### src/hw/rtl/lrle_pkg.sv
// Shared types, character codes and reset constants for the Life RLE pattern decoder.
package lrle_pkg;

  // Default coordinate width and fixed field widths.
  parameter int COORD_BITS_DEF = 16;
  parameter int FIELD_BITS     = 16;
  parameter int COUNT_BITS     = 16;
  parameter int RULE_BITS      = 4;

  // Pattern text characters.
  localparam logic [7:0] CH_NEWLINE = 8'd10;
  localparam logic [7:0] CH_BANG    = 8'd33;  // '!'
  localparam logic [7:0] CH_HASH    = 8'd35;  // '#'
  localparam logic [7:0] CH_DOLLAR  = 8'd36;  // '$'
  localparam logic [7:0] CH_ZERO    = 8'd48;  // '0'
  localparam logic [7:0] CH_NINE    = 8'd57;  // '9'
  localparam logic [7:0] CH_UPPER_B = 8'd66;  // 'B'
  localparam logic [7:0] CH_LOWER_B = 8'd98;  // 'b'
  localparam logic [7:0] CH_LOWER_O = 8'd111; // 'o'
  localparam logic [7:0] CH_LOWER_X = 8'd120; // 'x'

  // Reset values.
  localparam logic [FIELD_BITS-1:0] GRID_RESET  = 16'd256;
  localparam logic [11:0]           RULES_RESET = 12'h323; // born 3, survive 2 to 3
  localparam logic [COUNT_BITS-1:0] COUNT_MAX   = 16'hFFFF;

  // Configuration register indexes.
  localparam logic CFG_GRID_WIDTH  = 1'b0;
  localparam logic CFG_GRID_HEIGHT = 1'b1;

  // Line classification.
  typedef enum logic [4:0] {
    MODE_START    = 5'b00001,
    MODE_SKIP     = 5'b00010,
    MODE_HEADER   = 5'b00100,
    MODE_HDR_DONE = 5'b01000,
    MODE_BODY     = 5'b10000
  } line_mode_t;

  // Position inside the header line.
  typedef enum logic [7:0] {
    HP_WIDTH         = 8'h01,
    HP_WIDTH_DIGITS  = 8'h02,
    HP_HEIGHT        = 8'h04,
    HP_HEIGHT_DIGITS = 8'h08,
    HP_RULE_LETTER   = 8'h10,
    HP_BORN          = 8'h20,
    HP_SURV_MIN      = 8'h40,
    HP_SURV_MAX      = 8'h80
  } hdr_phase_t;

  // Result kinds.
  typedef enum logic [1:0] {
    KIND_RUN    = 2'd0,
    KIND_HEADER = 2'd1,
    KIND_END    = 2'd2
  } result_kind_t;

  // One result item with its valid flag.
  typedef struct packed {
    logic                  valid;
    result_kind_t          kind;
    logic [FIELD_BITS-1:0] row;
    logic [FIELD_BITS-1:0] column;
    logic [FIELD_BITS-1:0] run_length;
    logic [FIELD_BITS-1:0] used_width;
    logic [FIELD_BITS-1:0] used_height;
    logic [RULE_BITS-1:0]  born_count;
    logic [RULE_BITS-1:0]  survive_min;
    logic [RULE_BITS-1:0]  survive_max;
  } result_t;

endpackage

### src/hw/rtl/lrle_core.sv
// Parser state and per-byte next-state logic of the Life RLE pattern decoder.
module lrle_core
  import lrle_pkg::*;
#(
  parameter int COORD_BITS = COORD_BITS_DEF
) (
  input  logic                  clk,
  input  logic                  rst,
  input  logic                  step,
  input  logic [7:0]            char_byte,
  input  logic [FIELD_BITS-1:0] grid_width,
  input  logic [FIELD_BITS-1:0] grid_height,
  output result_t               result
);

  localparam int PW = (COORD_BITS > FIELD_BITS) ? COORD_BITS : FIELD_BITS;
  localparam int AW = COORD_BITS + 4;
  localparam int CW = COUNT_BITS + 4;
  localparam logic [AW-1:0] COORD_MAX_A = AW'((64'd1 << COORD_BITS) - 64'd1);
  localparam logic [PW:0]   COORD_MAX_P = (PW+1)'((64'd1 << COORD_BITS) - 64'd1);

  // State registers.
  line_mode_t            line_mode, line_mode_next;
  hdr_phase_t            phase, phase_next;
  logic [COUNT_BITS-1:0] acc, acc_next;
  logic                  seen, seen_next;
  logic [COORD_BITS-1:0] pat_w, pat_w_next;
  logic [COORD_BITS-1:0] pat_h, pat_h_next;
  logic [11:0]           rules, rules_next;
  logic [PW-1:0]         start_col, start_col_next;
  logic [PW-1:0]         cur_row, cur_row_next;
  logic [PW-1:0]         cur_col, cur_col_next;
  logic                  finished, finished_next;

  // Byte classification.
  logic                 is_digit, is_b_letter;
  logic [3:0]           digit;
  logic                 do_body;

  // Header number accumulator.
  logic [COORD_BITS-1:0] hbase;
  logic [AW-1:0]         hbase_ext, hsum;
  logic [COORD_BITS-1:0] hacc;

  // Run count accumulator.
  logic [CW-1:0]         csum;
  logic [COUNT_BITS-1:0] cacc, count;

  // Placement and cursor arithmetic.
  logic [PW-1:0] gw_e, gh_e, pw_e, ph_e, uw, uh, start_calc, row_calc;
  logic [PW:0]   col_sum, row_sum;
  logic [PW-1:0] col_sat, row_sat;

  assign is_digit    = (char_byte >= CH_ZERO) && (char_byte <= CH_NINE);
  assign is_b_letter = (char_byte == CH_UPPER_B) || (char_byte == CH_LOWER_B);
  // '0' is a multiple of 16, so byte minus 48 mod 16 is the low nibble.
  assign digit       = char_byte[3:0];

  // Header numbers restart at the first digit and saturate at the coordinate maximum.
  always_comb begin
    hbase = '0;
    if (phase == HP_WIDTH_DIGITS) begin
      hbase = pat_w;
    end else if (phase == HP_HEIGHT_DIGITS) begin
      hbase = pat_h;
    end
  end
  assign hbase_ext = AW'(hbase);
  assign hsum      = (hbase_ext << 3) + (hbase_ext << 1) + AW'(digit);
  assign hacc      = (hsum > COORD_MAX_A) ? COORD_BITS'(COORD_MAX_A) : hsum[COORD_BITS-1:0];

  // Run count: decimal with saturation, 1 when no digit came.
  assign csum  = (CW'(acc) << 3) + (CW'(acc) << 1) + CW'(digit);
  assign cacc  = (csum[CW-1:COUNT_BITS] != '0) ? COUNT_MAX : csum[COUNT_BITS-1:0];
  assign count = seen ? acc : COUNT_BITS'(1);

  // Placement of the pattern centered in the larger of grid and pattern.
  assign gw_e       = PW'(grid_width);
  assign gh_e       = PW'(grid_height);
  assign pw_e       = PW'(pat_w);
  assign ph_e       = PW'(pat_h);
  assign uw         = (gw_e > pw_e) ? gw_e : pw_e;
  assign uh         = (gh_e > ph_e) ? gh_e : ph_e;
  assign start_calc = (uw >> 1) - (pw_e >> 1);
  assign row_calc   = (uh - ph_e) >> 1;

  // Saturating cursor moves.
  assign col_sum = {1'b0, cur_col} + (PW+1)'(count);
  assign row_sum = {1'b0, cur_row} + (PW+1)'(count);
  assign col_sat = (col_sum > COORD_MAX_P) ? PW'(COORD_MAX_P) : col_sum[PW-1:0];
  assign row_sat = (row_sum > COORD_MAX_P) ? PW'(COORD_MAX_P) : row_sum[PW-1:0];

  // Next state and result for the byte in the input register.
  always_comb begin
    line_mode_next = line_mode;
    phase_next     = phase;
    acc_next       = acc;
    seen_next      = seen;
    pat_w_next     = pat_w;
    pat_h_next     = pat_h;
    rules_next     = rules;
    start_col_next = start_col;
    cur_row_next   = cur_row;
    cur_col_next   = cur_col;
    finished_next  = finished;
    do_body        = 1'b0;
    result         = '0;

    if (step) begin
      if (char_byte == CH_NEWLINE) begin
        line_mode_next = MODE_START;
        // End of a header line: place the pattern and report it.
        if (line_mode == MODE_HEADER || line_mode == MODE_HDR_DONE) begin
          phase_next         = HP_WIDTH;
          start_col_next     = start_calc;
          cur_row_next       = row_calc;
          cur_col_next       = start_calc;
          finished_next      = 1'b0;
          acc_next           = '0;
          seen_next          = 1'b0;
          result.valid       = 1'b1;
          result.kind        = KIND_HEADER;
          result.row         = row_calc[FIELD_BITS-1:0];
          result.column      = start_calc[FIELD_BITS-1:0];
          result.used_width  = uw[FIELD_BITS-1:0];
          result.used_height = uh[FIELD_BITS-1:0];
          result.born_count  = rules[3:0];
          result.survive_min = rules[7:4];
          result.survive_max = rules[11:8];
        end
      end else begin
        unique case (line_mode)
          MODE_START: begin
            if (char_byte == CH_HASH) begin
              line_mode_next = MODE_SKIP;
              phase_next     = HP_WIDTH;
            end else if (char_byte == CH_LOWER_X) begin
              line_mode_next = MODE_HEADER;
              phase_next     = HP_WIDTH;
              pat_w_next     = '0;
              pat_h_next     = '0;
              rules_next     = RULES_RESET;
            end else begin
              line_mode_next = MODE_BODY;
              do_body        = 1'b1;
            end
          end
          MODE_HEADER: begin
            unique case (phase)
              HP_WIDTH: begin
                if (is_digit) begin
                  pat_w_next = hacc;
                  phase_next = HP_WIDTH_DIGITS;
                end
              end
              HP_WIDTH_DIGITS: begin
                if (is_digit) begin
                  pat_w_next = hacc;
                end else begin
                  phase_next = HP_HEIGHT;
                end
              end
              HP_HEIGHT: begin
                if (is_digit) begin
                  pat_h_next = hacc;
                  phase_next = HP_HEIGHT_DIGITS;
                end
              end
              HP_HEIGHT_DIGITS: begin
                if (is_digit) begin
                  pat_h_next = hacc;
                end else begin
                  phase_next = is_b_letter ? HP_BORN : HP_RULE_LETTER;
                end
              end
              HP_RULE_LETTER: begin
                if (is_b_letter) begin
                  phase_next = HP_BORN;
                end
              end
              HP_BORN: begin
                rules_next[3:0] = digit;
                phase_next      = HP_SURV_MIN;
              end
              HP_SURV_MIN: begin
                if (is_digit) begin
                  rules_next[7:4] = digit;
                  phase_next      = HP_SURV_MAX;
                end
              end
              HP_SURV_MAX: begin
                // The rest of the header line is ignored.
                rules_next[11:8] = digit;
                line_mode_next   = MODE_HDR_DONE;
              end
              default: begin
                phase_next = phase;
              end
            endcase
          end
          MODE_BODY: begin
            do_body = 1'b1;
          end
          default: begin
            line_mode_next = line_mode;
          end
        endcase
      end
    end

    // Body tags and run counts; nothing happens after the pattern end.
    if (do_body && !finished) begin
      if (char_byte == CH_BANG) begin
        finished_next = 1'b1;
        acc_next      = '0;
        seen_next     = 1'b0;
        result.valid  = 1'b1;
        result.kind   = KIND_END;
        result.row    = cur_row[FIELD_BITS-1:0];
        result.column = cur_col[FIELD_BITS-1:0];
      end else if (is_digit) begin
        acc_next  = cacc;
        seen_next = 1'b1;
      end else begin
        acc_next  = '0;
        seen_next = 1'b0;
        unique case (char_byte)
          CH_LOWER_B: begin
            cur_col_next = col_sat;
          end
          CH_LOWER_O: begin
            cur_col_next      = col_sat;
            result.valid      = 1'b1;
            result.kind       = KIND_RUN;
            result.row        = cur_row[FIELD_BITS-1:0];
            result.column     = cur_col[FIELD_BITS-1:0];
            result.run_length = count;
          end
          CH_DOLLAR: begin
            cur_col_next = start_col;
            cur_row_next = row_sat;
          end
          default: begin
            cur_col_next = cur_col;
          end
        endcase
      end
    end
  end

  // State update.
  always_ff @(posedge clk) begin
    if (rst) begin
      line_mode <= MODE_START;
      phase     <= HP_WIDTH;
      acc       <= '0;
      seen      <= 1'b0;
      pat_w     <= '0;
      pat_h     <= '0;
      rules     <= RULES_RESET;
      start_col <= '0;
      cur_row   <= '0;
      cur_col   <= '0;
      finished  <= 1'b0;
    end else begin
      line_mode <= line_mode_next;
      phase     <= phase_next;
      acc       <= acc_next;
      seen      <= seen_next;
      pat_w     <= pat_w_next;
      pat_h     <= pat_h_next;
      rules     <= rules_next;
      start_col <= start_col_next;
      cur_row   <= cur_row_next;
      cur_col   <= cur_col_next;
      finished  <= finished_next;
    end
  end

endmodule

### src/hw/rtl/life_rle_pattern_decoder_unit.sv
// Top level of the Life RLE pattern decoder: input register, parser core and result register.
//
//   Channel | Signals                                          | Direction
//   --------+--------------------------------------------------+----------
//   input   | in_valid, in_ready, char_byte                    | in
//   output  | out_valid, out_ready, kind, row, column,         | out
//           | run_length, used_width, used_height,             |
//           | born_count, survive_min, survive_max             |
//   config  | cfg_we, cfg_index, cfg_data                      | in
//
// One byte per cycle while no result waits. A byte is parsed once it is in the input register
// and the result register can take its result, which, if any, enters the result register at that edge.
// The parse of one byte is a single pass of add and compare logic in the core.
// Reset (rst, synchronous) empties both registers and restores the parser state.
// A waiting result holds the input register; it still takes one byte meanwhile.
module life_rle_pattern_decoder_unit
  import lrle_pkg::*;
#(
  parameter int COORD_BITS = COORD_BITS_DEF
) (
  input  logic                  clk,
  input  logic                  rst,
  input  logic                  in_valid,
  output logic                  in_ready,
  input  logic [7:0]            char_byte,
  output logic                  out_valid,
  input  logic                  out_ready,
  output logic [1:0]            kind,
  output logic [FIELD_BITS-1:0] row,
  output logic [FIELD_BITS-1:0] column,
  output logic [FIELD_BITS-1:0] run_length,
  output logic [FIELD_BITS-1:0] used_width,
  output logic [FIELD_BITS-1:0] used_height,
  output logic [RULE_BITS-1:0]  born_count,
  output logic [RULE_BITS-1:0]  survive_min,
  output logic [RULE_BITS-1:0]  survive_max,
  input  logic                  cfg_we,
  input  logic                  cfg_index,
  input  logic [FIELD_BITS-1:0] cfg_data
);

  logic                  hold_valid;
  logic [7:0]            hold_byte;
  logic                  advance;
  logic [FIELD_BITS-1:0] grid_width, grid_height;
  result_t               core_result;
  result_t               out_reg;

  // The held byte moves on when the result register can take its result.
  assign advance  = hold_valid && (!out_valid || out_ready);
  assign in_ready = !hold_valid || advance;

  // Input register.
  always_ff @(posedge clk) begin
    if (rst) begin
      hold_valid <= 1'b0;
    end else if (in_ready) begin
      hold_valid <= in_valid;
    end
  end

  always_ff @(posedge clk) begin
    if (in_valid && in_ready) begin
      hold_byte <= char_byte;
    end
  end

  // Configuration registers.
  always_ff @(posedge clk) begin
    if (rst) begin
      grid_width  <= GRID_RESET;
      grid_height <= GRID_RESET;
    end else if (cfg_we) begin
      unique case (cfg_index)
        CFG_GRID_WIDTH:  grid_width  <= cfg_data;
        CFG_GRID_HEIGHT: grid_height <= cfg_data;
        default:         grid_width  <= grid_width;
      endcase
    end
  end

  // Parser core.
  lrle_core #(
    .COORD_BITS(COORD_BITS)
  ) u_core (
    .clk        (clk),
    .rst        (rst),
    .step       (advance),
    .char_byte  (hold_byte),
    .grid_width (grid_width),
    .grid_height(grid_height),
    .result     (core_result)
  );

  // Result register.
  always_ff @(posedge clk) begin
    if (rst) begin
      out_valid <= 1'b0;
    end else if (!out_valid || out_ready) begin
      out_valid <= advance && core_result.valid;
    end
  end

  always_ff @(posedge clk) begin
    if (advance && core_result.valid) begin
      out_reg <= core_result;
    end
  end

  assign kind        = out_reg.kind;
  assign row         = out_reg.row;
  assign column      = out_reg.column;
  assign run_length  = out_reg.run_length;
  assign used_width  = out_reg.used_width;
  assign used_height = out_reg.used_height;
  assign born_count  = out_reg.born_count;
  assign survive_min = out_reg.survive_min;
  assign survive_max = out_reg.survive_max;

  // A held byte is never dropped while the result side is stalled.
  assert property (@(posedge clk) disable iff (rst)
    hold_valid && !advance |=> hold_valid)
    else $error("held byte lost during stall");

  // A new result only appears after the core parsed a byte.
  assert property (@(posedge clk) disable iff (rst)
    $rose(out_valid) |-> $past(advance))
    else $error("result appeared without a parsed byte");

  // Only header results carry placement and rule fields.
  assert property (@(posedge clk) disable iff (rst)
    out_valid && kind != KIND_HEADER |->
      used_width == '0 && used_height == '0 && born_count == '0 &&
      survive_min == '0 && survive_max == '0)
    else $error("placement fields set on a non-header result");

endmodule

### config.mk
export PLATFORM = sky130hd
export DESIGN_NAME = life_rle_pattern_decoder_unit
export DESIGN_NICKNAME = d
export VERILOG_FILES = /design/src/hw/rtl/lrle_pkg.sv /design/src/hw/rtl/lrle_core.sv /design/src/hw/rtl/life_rle_pattern_decoder_unit.sv
export SDC_FILE = /design/constraint.sdc
export NUM_CORES = 1
export LEC_CHECK = 0
export BUFFER_PORTS_ARGS = -buffer_cell sky130_fd_sc_hd__buf_2
export CAP_MARGIN = 10
export CORE_AREA = 8 8 226 228
export DETAILED_ROUTE_END_ITERATION = 7
export DIE_AREA = 0 0 234 236
export REMOVE_ABC_BUFFERS = 1
export SETUP_SLACK_MARGIN = 0.02
export SLEW_MARGIN = 20
export SYNTH_ARGS = -nofsm -noshare
export SYNTH_HDL_FRONTEND = slang
export SYNTH_HIERARCHICAL = 1
export SYNTH_SLANG_ARGS = --single-unit
### constraint.sdc
create_clock -name clk -period 8.7 [get_ports clk]
set_input_delay 1.74 -clock clk [delete_from_list [all_inputs] [get_ports clk]]
set_output_delay 1.74 -clock clk [all_outputs]
set_load 0.01 [all_outputs]
==> reports/results.ini <==
[grt]
globalRoute.totalOverflow = 0
grt_first_pass_wirelength_um = 75100
grt_max_degree = 92
antenna_found_initial = 0
grt_pass1_vias = 13300
grt_usage = 0.168

[pwr]
p_int_mw = 2.36
clockPowerShare = 0.476
comb_power_share = 0.112
leakagePower_nw = 7.88
p_switching_mw = 0.774
p_seq_frac = 0.413
p_per_area_mw_per_mm2 = 167
switching_share = 0.247
power.total_mw = 3.14
ir_drop_mv = 0.134

[final_layout]
syn_to_final_growth_pct = 13.8
layout.cells.non_filler = 2515
finalInstanceArea_sq_mm = 0.0188
utilization = 0.396
layout.nets = 2068
diodes = 0
drive_gt1_frac = 0.132

[clock_tree]
h-tree-depth = 1
path_clk_slew_ns = 0.06
clk_latency_ns = 0.59
cts_sinks = 259
cts_buffers = 31
cts_tree = yes
ctsHoldBuffers = 0
cts-resized-gates = 0
cts_root_buffer = clkbuf_16
cts_setup_buffers = 0
clk_path_buf_depth = 3

[synth]
synth-simple-area-share = 0.183
synth_top_area_cell = dfxtp_1
ys_types = 89
synth_compound_area_frac = 0.188
synthesis.area_sq_mm = 0.0165
async_reset_ff_frac = 0
synth_seq_cells = 259
synth_top_family_by_area = compound AO/OA/AOI/OAI gates
synth.most_common_cell = nand2_1
synth.area.top_cells = dfxtp_1 (19%), edfxtp_1 (19%), ha_1 (12%)
synth_commonest_cells = nand2_1 (170), dfxtp_1 (157), ha_1 (155)
yosysSeqAreaShare = 0.377
synth_fa_ha_area_frac = 0.127
ys_warn_count = 6
yosys_most_used_dff = dfxtp_1
synthMuxAreaShare = 0.0463
synth_edf_count = 102
yosys.area.top_type_share = 0.191
syn_avg_cell_area_sq_um = 9.21
synth-xor-area-share = 0.0388
synthCells = 1789

[routing]
drt_iter0_drc = 942
drt-total-wl_um = 47900
wl_per_cell_um = 19.0
drc_errors = 0
dr.pass1.iters = 5
viasPerCell = 5.41
postRouteAntennaNets = 0
dr_total_vias = 13600

[timing]
setup_viol = 0
fin_ws_ns = 3.07
worstMarginPinSlew_ns = 1.07
max_freq_mhz = 178
min_period_ns = 5.63
clock_skew_ns = 0.0258
max_slew_margin = 0.284
hold_viol_final = 0
final_max_slew_viol_count = 0
finalCritPeriodShare = 0.647
rsz0062_at_grt = false

[placement]
routabilityCongestion = 0.908
dp_slack_ns = 2.90
placed_area_sq_mm = 0.0176
numPlacedInstances = 2457
hpwl_um = 35800
numPortBuffers = 125

[worst_setup_path]
critPathArrivalTime_ns = 6.05
path_max_fanout = 19
critPathCaptureType = register
slowest_stage = nor4_4
path_cells = or3_1 > nor4_1 > and3_1 > a22o_1 > inv_1 > fa_1 > inv_1 > fa_1 > a21o_1 > a21oi_1 > o21bai_1 > a21oi_1 > o21bai_1 > o21a_1 > o22a_1 > nor4_4 > a211oi_1
worstPathRequired_ns = 9.12
path_class = register to register
timing.critical_path.from_type = register
max_stage_delay_ns = 0.74

[run]
drv_cap = 0

[die]
num_rows = 80
core_area_sq_mm = 0.0473
die-area_sq_mm = 0.0552
die_x_um = 234
io_pins = 126
die_h_um = 236
start_util = 0.348

[status]
outcome = finished clean

[hold_path]
hold_class = register to register

state kept, by name, summed over array words and instances, names as in the netlist, 16 cells and up:
register and count:
u_core/pat_h 16, u_core/start_col 16, column 16, grid_width 16, run_length 16, u_core/cur_row 16
u_core/pat_w 16, used_height 16, u_core/cur_col 16, grid_height 16, u_core/acc 16, used_width 16
row 16
path summary, 6_finish.rpt:
path | end | slack, ns | from | cells past startpoint
setup / recovery | u_core/pat_h[10]$_SDFFE_PP0P_ | 3.07 | u_core/phase[6]$_SDFFE_PP0P_ | 17
hold / removal | u_core/start_col[2]$_SDFFE_PP0P_ | 0.46 | u_core/start_col[2]$_SDFFE_PP0P_ | 2
setup reg to reg | u_core/pat_h[10]$_SDFFE_PP0P_ | 3.07 | u_core/phase[6]$_SDFFE_PP0P_ | 17
hold reg to reg | u_core/start_col[2]$_SDFFE_PP0P_ | 0.46 | u_core/start_col[2]$_SDFFE_PP0P_ | 2
routing by layer:
metal,vias to the layer above,GRT usage,part of all wire
met5,-,0,0
met4,0,0.0511,0.026
met3,67,0.0208,0.049
met2,350,0.274,0.46
met1,6518,0.230,0.47
li1,6682,-,-
worst max-delay path: cells and delay by family, from the launching register on:
kind | cells | cell delay (ns)
AND/OR/NAND/NOR | 4 | 2.24
AO/OA/AOI/OAI | 9 | 1.73
buffers and inverters | 2 | 0.14
flip-flops | 1 | 0.38
adder cells (fa/ha/maj) | 2 | 0.95
cell families after synthesis:
group / after synthesis
adders and majority gates: 163
AOI/OAI and AO/OA: 483
xor gates and xnor gates: 73
DFF: 259
buffers and inverters: 150
and+or+nand+nor: 588
muxes: 73
final cells by class:
class,instances,area [sq um]
flip-flops and latches,259,6210
multi-input cells,1380,9650
inverters,68,255
well taps,615,769
clock inverters,26,392
repair buffers,135,703
clock buffers,32,779
fillers,4706,28600
power groups by stage:
stage / Combinational, mW / Sequential (mW) / Clock (mW)
2_1_floorplan: 0.252 / 1.31 / 0
3_3_place_gp: 0.346 / 1.32 / 0
3_5_place_dp: 0.349 / 1.32 / 0
4_1_cts: 0.351 / 1.29 / 1.53
5_1_grt: 0.387 / 1.30 / 1.57
6_report: 0.351 / 1.29 / 1.49
metrics by stage:
stage	hold slack [ns]	setup TNS [ns]
after floorplan	0.427	-69.71
after global placement	0.437	0
after detailed placement	0.445	0
after CTS	0.456	0
after global routing	0.477	0
final	0.456	0
layout by cell type (no fill, tap or decap), types with 58 or more instances in the layout:
cell type / netlist / final
nand2_1: 170 / 170
dfxtp_1: 157 / 157
ha_1: 155 / 155
a21oi_1: 128 / 126
buf_2: 19 / 124
o21ai_0: 124 / 124
nor2_1: 122 / 122
edfxtp_1: 102 / 102
and2_1: 76 / 76
inv_1: 68 / 67
nand2b_1: 58 / 58
(Power assumes the default switching activity.)
